<file path="src/rtl/msc_pkg.sv">
`timescale 1ns / 1ps

package msc_pkg;

    // Pattern registers hold this many bytes, whatever the window depth.
    localparam int REG_PATTERN_BYTES = 16;
    localparam int MIN_PATTERN       = 3;
    localparam int LEN_W             = 5;
    localparam int CFG_INDEX_W       = 8;
    localparam int CFG_DATA_W        = 64;
    localparam int OFFSET_OUT_W      = 32;

    typedef logic [CFG_INDEX_W-1:0] cfg_index_t;

    localparam cfg_index_t REG_PATTERN_LOW  = 8'd0;
    localparam cfg_index_t REG_PATTERN_HIGH = 8'd1;
    localparam cfg_index_t REG_CARE_MASK    = 8'd2;
    localparam cfg_index_t REG_LENGTH       = 8'd3;

    typedef enum logic [1:0] {
        OUTCOME_NOT_FOUND = 2'd0,
        OUTCOME_UNIQUE    = 2'd1,
        OUTCOME_MULTIPLE  = 2'd2
    } msc_outcome_t;

    // Pattern settings as seen by the compare logic; length is already clamped.
    typedef struct packed {
        logic [REG_PATTERN_BYTES-1:0][7:0] pattern;
        logic [REG_PATTERN_BYTES-1:0]      care;
        logic [LEN_W-1:0]                  length;
    } msc_cfg_t;

endpackage

</file>
<file path="src/rtl/msc_if.sv">
`timescale 1ns / 1ps

// Stream byte channel.
interface msc_in_if;
    logic       valid;
    logic       ready;
    logic [7:0] data_byte;
    logic       last_byte;

    modport source (output valid, output data_byte, output last_byte, input ready);
    modport sink (input valid, input data_byte, input last_byte, output ready);
endinterface

// Scan report channel.
interface msc_out_if;
    logic        valid;
    logic        ready;
    logic [1:0]  outcome;
    logic [31:0] match_offset;

    modport source (output valid, output outcome, output match_offset, input ready);
    modport sink (input valid, input outcome, input match_offset, output ready);
endinterface

// Configuration write channel.
interface msc_cfg_if;
    logic        valid;
    logic        ready;
    logic [7:0]  index;
    logic [63:0] data;

    modport source (output valid, output index, output data, input ready);
    modport sink (input valid, input index, input data, output ready);
endinterface

</file>
<file path="src/rtl/msc_cfg_regs.sv">
`timescale 1ns / 1ps

module msc_cfg_regs #(
    parameter int WIN = 16
) (
    input  logic               clk,
    input  logic               rst_n,
    msc_cfg_if.sink            cfg,
    output msc_pkg::msc_cfg_t  settings
);
    import msc_pkg::*;

    logic [CFG_DATA_W-1:0] pattern_low_reg;
    logic [CFG_DATA_W-1:0] pattern_high_reg;
    logic [15:0]           care_reg;
    logic [LEN_W-1:0]      length_reg;
    logic [LEN_W-1:0]      length_eff;

    assign cfg.ready = 1'b1;

    always_ff @(posedge clk or negedge rst_n)
    begin
        if (!rst_n)
        begin
            pattern_low_reg  <= '0;
            pattern_high_reg <= '0;
            care_reg         <= '0;
            length_reg       <= LEN_W'(MIN_PATTERN);
        end
        else if (cfg.valid)
        begin
            case (cfg.index)
                REG_PATTERN_LOW:  pattern_low_reg  <= cfg.data;
                REG_PATTERN_HIGH: pattern_high_reg <= cfg.data;
                REG_CARE_MASK:    care_reg         <= cfg.data[15:0];
                REG_LENGTH:       length_reg       <= cfg.data[LEN_W-1:0];
                default:          ;
            endcase
        end
    end

    // Lengths below the minimum or beyond the window are clamped.
    always_comb
    begin
        if (length_reg < LEN_W'(MIN_PATTERN))
            length_eff = LEN_W'(MIN_PATTERN);
        else if (length_reg > LEN_W'(WIN))
            length_eff = LEN_W'(WIN);
        else
            length_eff = length_reg;
    end

    assign settings.pattern = {pattern_high_reg, pattern_low_reg};
    assign settings.care    = care_reg;
    assign settings.length  = length_eff;

endmodule

</file>
<file path="src/rtl/msc_match.sv">
`timescale 1ns / 1ps

module msc_match #(
    parameter int WIN = 16
) (
    input  logic [WIN-1:0][7:0] window,
    input  msc_pkg::msc_cfg_t   settings,
    output logic                hit
);
    import msc_pkg::*;

    localparam int IDX_W = $clog2(WIN);

    logic [WIN-1:0] miss;

    // Pattern byte k lines up with window entry length-1-k (entry 0 is newest).
    always_comb
    begin
        logic [LEN_W-1:0] pos;
        pos = '0;
        for (int k = 0; k < WIN; k++)
        begin
            pos = settings.length - LEN_W'(k) - LEN_W'(1);
            miss[k] = (LEN_W'(k) < settings.length) && settings.care[k] &&
                      (window[pos[IDX_W-1:0]] != settings.pattern[k]);
        end
    end

    assign hit = ~|miss;

endmodule

</file>
<file path="src/rtl/masked_pattern_unique_scan.sv">
`timescale 1ns / 1ps

// Masked pattern scanner with a uniqueness check. Bytes of a stream arrive one word at a
// time on scan; a pattern of 3 to 16 bytes with per-byte wildcards (care_mask clear) is
// compared against every alignment that ends on each new byte. On the word marked
// last_byte, one report word goes out: not found, a unique match with the offset of its
// first byte, or more than one match; the stream state then clears for the next stream.
// Throughput is one byte per clock cycle: the input register feeds a single masked compare
// over the sliding window, and the counters and report register update in that same cycle.
// A report turns valid as its last byte leaves the input register. Only a last byte can
// wait: it holds in the input register while the previous report has not been taken.
// Configuration registers are written through cfg and should change only between streams.

module masked_pattern_unique_scan #(
    parameter int MAX_PATTERN = 16,
    parameter int OFFSET_BITS = 32
) (
    input  logic       clk,
    input  logic       rst_n,
    msc_in_if.sink     scan,
    msc_out_if.source  report,
    msc_cfg_if.sink    cfg
);
    import msc_pkg::*;

    // The window never needs to be deeper than the pattern registers.
    localparam int WIN = (MAX_PATTERN < REG_PATTERN_BYTES) ? MAX_PATTERN : REG_PATTERN_BYTES;

    msc_cfg_t settings;

    // Input register.
    logic       s1_valid_reg;
    logic [7:0] s1_byte_reg;
    logic       s1_last_reg;
    logic       s1_go;

    // Stream state.
    logic [WIN-1:0][7:0]    window_reg;
    logic [WIN-1:0][7:0]    window_next;
    logic [OFFSET_BITS-1:0] count_reg;
    logic [OFFSET_BITS-1:0] count_next;
    logic [1:0]             hits_reg;
    logic [1:0]             hits_next;
    logic [OFFSET_BITS-1:0] first_reg;
    logic [OFFSET_BITS-1:0] first_next;
    logic                   pattern_hit;
    logic                   hit;

    // Report register.
    logic                    out_valid_reg;
    msc_outcome_t            outcome_reg;
    msc_outcome_t            outcome_next;
    logic [OFFSET_OUT_W-1:0] offset_reg;
    logic [OFFSET_OUT_W-1:0] offset_next;
    logic [OFFSET_BITS+OFFSET_OUT_W-1:0] first_ext;

    msc_cfg_regs #(
        .WIN (WIN)
    ) u_cfg_regs (
        .clk      (clk),
        .rst_n    (rst_n),
        .cfg      (cfg),
        .settings (settings)
    );

    // Ordinary bytes always move on; a last byte needs room in the report register.
    assign s1_go      = s1_valid_reg && (!s1_last_reg || !out_valid_reg || report.ready);
    assign scan.ready = !s1_valid_reg || s1_go;

    always_ff @(posedge clk or negedge rst_n)
    begin
        if (!rst_n)
            s1_valid_reg <= 1'b0;
        else if (scan.ready)
            s1_valid_reg <= scan.valid;
    end

    always_ff @(posedge clk)
    begin
        if (scan.ready && scan.valid)
        begin
            s1_byte_reg <= scan.data_byte;
            s1_last_reg <= scan.last_byte;
        end
    end

    // The newest byte enters at entry 0 and older bytes move up one place.
    assign window_next = {window_reg[WIN-2:0], s1_byte_reg};

    msc_match #(
        .WIN (WIN)
    ) u_match (
        .window   (window_next),
        .settings (settings),
        .hit      (pattern_hit)
    );

    // The byte counter saturates; after that every byte is scored at the final position.
    assign count_next = (&count_reg) ? count_reg : count_reg + OFFSET_BITS'(1);
    assign hit        = pattern_hit && (count_next >= OFFSET_BITS'(settings.length));

    always_comb
    begin
        hits_next  = hits_reg;
        first_next = first_reg;
        if (hit)
        begin
            if (hits_reg == 2'd0)
                first_next = count_next - OFFSET_BITS'(settings.length);
            if (hits_reg != 2'd2)
                hits_next = hits_reg + 2'd1;
        end
    end

    assign first_ext = {{OFFSET_OUT_W{1'b0}}, first_next};

    always_comb
    begin
        case (hits_next)
            2'd0:
            begin
                outcome_next = OUTCOME_NOT_FOUND;
                offset_next  = '0;
            end
            2'd1:
            begin
                outcome_next = OUTCOME_UNIQUE;
                offset_next  = first_ext[OFFSET_OUT_W-1:0];
            end
            default:
            begin
                outcome_next = OUTCOME_MULTIPLE;
                offset_next  = '0;
            end
        endcase
    end

    always_ff @(posedge clk or negedge rst_n)
    begin
        if (!rst_n)
        begin
            count_reg <= '0;
            hits_reg  <= '0;
            first_reg <= '0;
        end
        else if (s1_go)
        begin
            if (s1_last_reg)
            begin
                count_reg <= '0;
                hits_reg  <= '0;
                first_reg <= '0;
            end
            else
            begin
                count_reg <= count_next;
                hits_reg  <= hits_next;
                first_reg <= first_next;
            end
        end
    end

    // Only entries written by the current stream are ever compared, so no clear is needed.
    always_ff @(posedge clk)
    begin
        if (s1_go)
            window_reg <= window_next;
    end

    always_ff @(posedge clk or negedge rst_n)
    begin
        if (!rst_n)
            out_valid_reg <= 1'b0;
        else if (s1_go && s1_last_reg)
            out_valid_reg <= 1'b1;
        else if (report.ready)
            out_valid_reg <= 1'b0;
    end

    always_ff @(posedge clk)
    begin
        if (s1_go && s1_last_reg)
        begin
            outcome_reg <= outcome_next;
            offset_reg  <= offset_next;
        end
    end

    assign report.valid        = out_valid_reg;
    assign report.outcome      = outcome_reg;
    assign report.match_offset = offset_reg;

endmodule
</file>
<file path="src/flat_wrapper.sv">
// flat-port wrapper written by rule: the top's interface ports become plain ports
module masked_pattern_unique_scan_flat import msc_pkg::*;
#(
    parameter int MAX_PATTERN = 16,
    parameter int OFFSET_BITS = 32
)
  (clk, rst_n, scan_valid, scan_data_byte, scan_last_byte, scan_ready, report_valid, report_outcome, report_match_offset, report_ready, cfg_valid, cfg_index, cfg_data, cfg_ready);
  msc_in_if scan_i ();
  msc_out_if report_i ();
  msc_cfg_if cfg_i ();
  input  logic clk;
  input  logic rst_n;
  input wire logic [$bits(scan_i.valid)-1:0] scan_valid;
  input wire logic [$bits(scan_i.data_byte)-1:0] scan_data_byte;
  input wire logic [$bits(scan_i.last_byte)-1:0] scan_last_byte;
  output wire logic [$bits(scan_i.ready)-1:0] scan_ready;
  output wire logic [$bits(report_i.valid)-1:0] report_valid;
  output wire logic [$bits(report_i.outcome)-1:0] report_outcome;
  output wire logic [$bits(report_i.match_offset)-1:0] report_match_offset;
  input wire logic [$bits(report_i.ready)-1:0] report_ready;
  input wire logic [$bits(cfg_i.valid)-1:0] cfg_valid;
  input wire logic [$bits(cfg_i.index)-1:0] cfg_index;
  input wire logic [$bits(cfg_i.data)-1:0] cfg_data;
  output wire logic [$bits(cfg_i.ready)-1:0] cfg_ready;
  assign scan_i.valid = scan_valid;
  assign scan_i.data_byte = scan_data_byte;
  assign scan_i.last_byte = scan_last_byte;
  assign scan_ready = scan_i.ready;
  assign report_valid = report_i.valid;
  assign report_outcome = report_i.outcome;
  assign report_match_offset = report_i.match_offset;
  assign report_i.ready = report_ready;
  assign cfg_i.valid = cfg_valid;
  assign cfg_i.index = cfg_index;
  assign cfg_i.data = cfg_data;
  assign cfg_ready = cfg_i.ready;
  masked_pattern_unique_scan #(.MAX_PATTERN(MAX_PATTERN), .OFFSET_BITS(OFFSET_BITS)) u_core (.clk(clk), .rst_n(rst_n), .scan(scan_i), .report(report_i), .cfg(cfg_i));
endmodule
</file>
<file path="config.mk">
export PLATFORM = sky130hd
export DESIGN_NAME = masked_pattern_unique_scan_flat
export DESIGN_NICKNAME = d
export VERILOG_FILES = /design/src/rtl/msc_pkg.sv /design/src/rtl/msc_if.sv /design/src/rtl/msc_cfg_regs.sv /design/src/rtl/msc_match.sv /design/src/rtl/masked_pattern_unique_scan.sv /design/src/flat_wrapper.sv
export SDC_FILE = /design/constraint.sdc
export NUM_CORES = 1
export LEC_CHECK = 0
export BUFFER_PORTS_ARGS = -buffer_cell sky130_fd_sc_hd__buf_2
export CORE_AREA = 5 5 241 301
export CTS_CLUSTER_DIAMETER = 30
export CTS_CLUSTER_SIZE = 30
export DETAILED_ROUTE_END_ITERATION = 7
export DIE_AREA = 0 0 246 306
export PLACE_DENSITY_LB_ADDON = 0.3
export SYNTH_ARGS = -nofsm -noshare
export SYNTH_HDL_FRONTEND = slang
export SYNTH_SLANG_ARGS = --single-unit
</file>
<file path="constraint.sdc">
create_clock -name clk -period 9.5 [get_ports clk]
set_clock_uncertainty 0.2 [all_clocks]
set_input_delay 0.95 -clock clk [delete_from_list [all_inputs] [get_ports clk]]
set_output_delay 0.95 -clock clk [all_outputs]
set_load 0.03 [all_outputs]
</file>
==> summary.md <==
| Metric | Value |
|---|---|
| Vias in the first global route | 25500 |
| Area after DPL | 28800 um2 |
| CTS Buffer Depth | 3 |
| Core Rows | 108 |
| Synth warnings | 0 |
| Largest net degree at the start of global routing | 108 |
| Met3 Use GR | 6.15% |
| Starting DRC count in detailed routing | 3040 |
| Combined global-route utilization of all metal layers | 31.3% |
| Reg-to-reg startpoint | u_core.u_cfg_regs.length_reg[3] |
| DP HPWL | 90500 um |
| Sink Count | 380 |
| First-pass GRT wire length | 176000 um |
| Gpl congestion | 1.04 |
| Total CTS buffers | 84 |
| Clk root buf | clkbuf_16 |
| Post-route DRC | 0 |
| Area grow syn2layout | 16.1% |
| Routed len/inst | 31.1 um |
| Synthesized flop and latch total | 380 |
| Die width | 246 um |
| Die Y | 306 um |
| Nets | 3018 |
| Req. time, crit path | 9660 ps |
| Post-CTS setup buffers | 0 |
| Total die area | 75300 um2 |
| Clock Pin Slew Worst Setup and Hold Paths | 50 ps |
| Htree depth | 3 |
| Post-Syn Area | 27400 um2 |
| Worst-path maximum fanout | 33 |
| I/O Pins | 123 |
| Met2 Usage GRT | 52.1% |
| WS Path Type | register to register |
| Most frequent cell after synthesis | nand2_1 |
| Setup TNS | 0 ps |
| Grt total ovfl | 0 |
| Critical path origin | u_core.u_cfg_regs.length_reg[3] |
| Final hold violation count | 0 |
| List of most frequent post-synthesis cells | 262 x nand2_1, 215 x dfrtp_1, 182 x o21ai_0 |
| Mean Syn Cell Area | 9.58 um2 |
| Max_slew headroom | 3.98% |
| Final total power | 7.84 mW |
| TritonRoute pass-1 iters | 6 |
| Max Cap Viol | 0 |
| Fmax | 120 MHz |
| Antenna Nets Post-Route | 0 |
| Fin. max-slew vios | 0 |
| Largest register FFs | 120 |
| Design Area, Final | 31800 um2 |
| Status | finished, final reports clean |
| Clock latency on the worst-skew pair | 650 ps |
| Register area share after synthesis | 37.7% |
| RSZ-0062 raised after global routing | false |
| Initial core utilization | 39.6% |
| Final Util | 46.0% |
| Top FF cell, synth | dfrtp_1 |
| # fillers | 6582 |
| CTS tree | yes |
| Met1 global-route usage | 36.5% |
| Post-Route WL | 122000 um |
| Peak supply drop | 187 uV |
| Placement Setup Slack | 1390 ps |
| CTS resizes | 0 |
| Power density cells | 246 nW/um2 |
| DR vias | 25700 |
| Hold Crit Class | input pin to asynchronous set/reset pin |
| Setup Viol. Count Final | 0 |
| Smallest hold slack | 120 ps |
| Nature of the critical path startpoint | register |
| Antenna diode count | 0 |
| Core Footprint | 69200 um2 |
| Final period utilization | 87.6% |
| Critical Path End Type | register |
| Grt peak-use layer | met2 |
| PortBufs | 121 |
| Initial antenna violation count | 2 |
| Syn nets | 2959 |
| Arrival time worst endpoint | 8480 ps |
| Finished Layout Cells | 3927 |
| Post-synth ARST share | 57.1% |
| Placed insts | 3770 |
| Worst Max-Slew Pin Slew | 1430 ps |
| Hold_buf cts | 0 |
| R2R cell count | 17 |
| Layout cell share with drive strength beyond 1 | 21.2% |
| Setup ws final | 1180 ps |
| Post-route minimum period | 8320 ps |
| Leak pwr | 13.0 nW |
| Top area cells in the synthesized netlist | dfrtp_1 20%, edfxtp_1 18%, mux2_2 7.0% |
| Vias per cell | 6.55 |
| Synth top area share | 19.6% |
| Mapped Cells | 2862 |
| Cell taking the most area after synthesis | dfrtp_1 |
| Distinct cells, synth | 109 |
| Number of synthesized flops with an enable pin | 163 |
## path summary, 6_finish.rpt
path,end,slack (ps)
worst min-delay path,u_core.u_cfg_regs.pattern_low_reg[52],120
worst min register to register,u_core.first_reg[22],290
worst max register to register,u_core.report.match_offset[17],1180
worst max-delay path,u_core.report.match_offset[17],1180
max in group asynchronous,u_core.u_cfg_regs.pattern_low_reg[13],7560
min in group clk,u_core.s1_last_reg,280
## cell families (layout without fill, tap and decap cells)
logic type	Yosys count	in the layout	share of synthesized area, %
mux	358	358	15.5
xor+xnor	184	184	5.88
fa+ha+maj	11	11	0.529
simple gates	878	878	16.0
buf+inv	252	382	4.04
other cells	1	1	0.0137
flops	380	380	37.7
compound gates	798	798	20.3
## power breakdown
group	total, mW	switching [mW]	internal, mW
Combinational	2.65	1.72	0.930
Sequential	2.14	0.189	1.95
Clock	3.05	1.05	2.01
## worst max-delay path, cell delays in order, from the launching register on
cell,delay (ps)
dfrtp_2,760
buf_4,450
o21bai_4,140
nand2_4,200
inv_1,70
ha_2,920
buf_4,500
mux2_2,380
a21oi_1,590
o21ai_1,180
xor2_1,170
or4_1,480
nor3_1,960
o2111ai_1,640
nor3_4,470
mux2i_4,280
buf_4,470
nor2_1,110
## routing by layer
layer,share of wire [%],vias up,wire (um)
met4,8.4,4,10200
met3,7.5,430,9160
met1,37,12700,44700
met2,47,1476,57900
li1,-,11100,-
met5,0.012,-,15
## cell usage in the layout, fill, tap and decap left out, types with 11 or more instances in the layout
master and instances:
nor3_1 55, nand2_1 261, a21boi_0 11, nor4_1 18, dfrtp_1 212, a32o_1 35, clkbuf_16 88, nor2_1 150
o31ai_1 14, a22oi_1 50, mux2_2 170, buf_4 66, inv_1 29, a21o_1 12, nor2_2 27, or2_2 11
a221oi_1 13, o221ai_1 16, buf_2 120, a21oi_1 106, nand4_1 22, a31oi_1 27, o21ai_0 182, and3_1 19
a32oi_1 43, nand3_1 162, xor2_1 87, mux2i_1 150, nor2b_1 32, mux4_2 35, o22ai_1 54, and2_1 28
and4_1 11, edfxtp_1 163, a211oi_1 42, a22o_1 15, nand2b_1 13, o211ai_1 45, xnor2_1 95
## cell type report
type / instances / area [um2] / area share [%]
clock inverters: 56 / 672 / 2.11
well taps: 935 / 1170 / 3.68
repair buffers: 189 / 1150 / 3.62
clock buffers: 101 / 2320 / 7.29
inverters: 36 / 140 / 0.440
multi-input cells: 2230 / 16000 / 50.4
flip-flops and latches: 380 / 10300 / 32.5
Note: power is estimated with default switching activity, not from simulation.
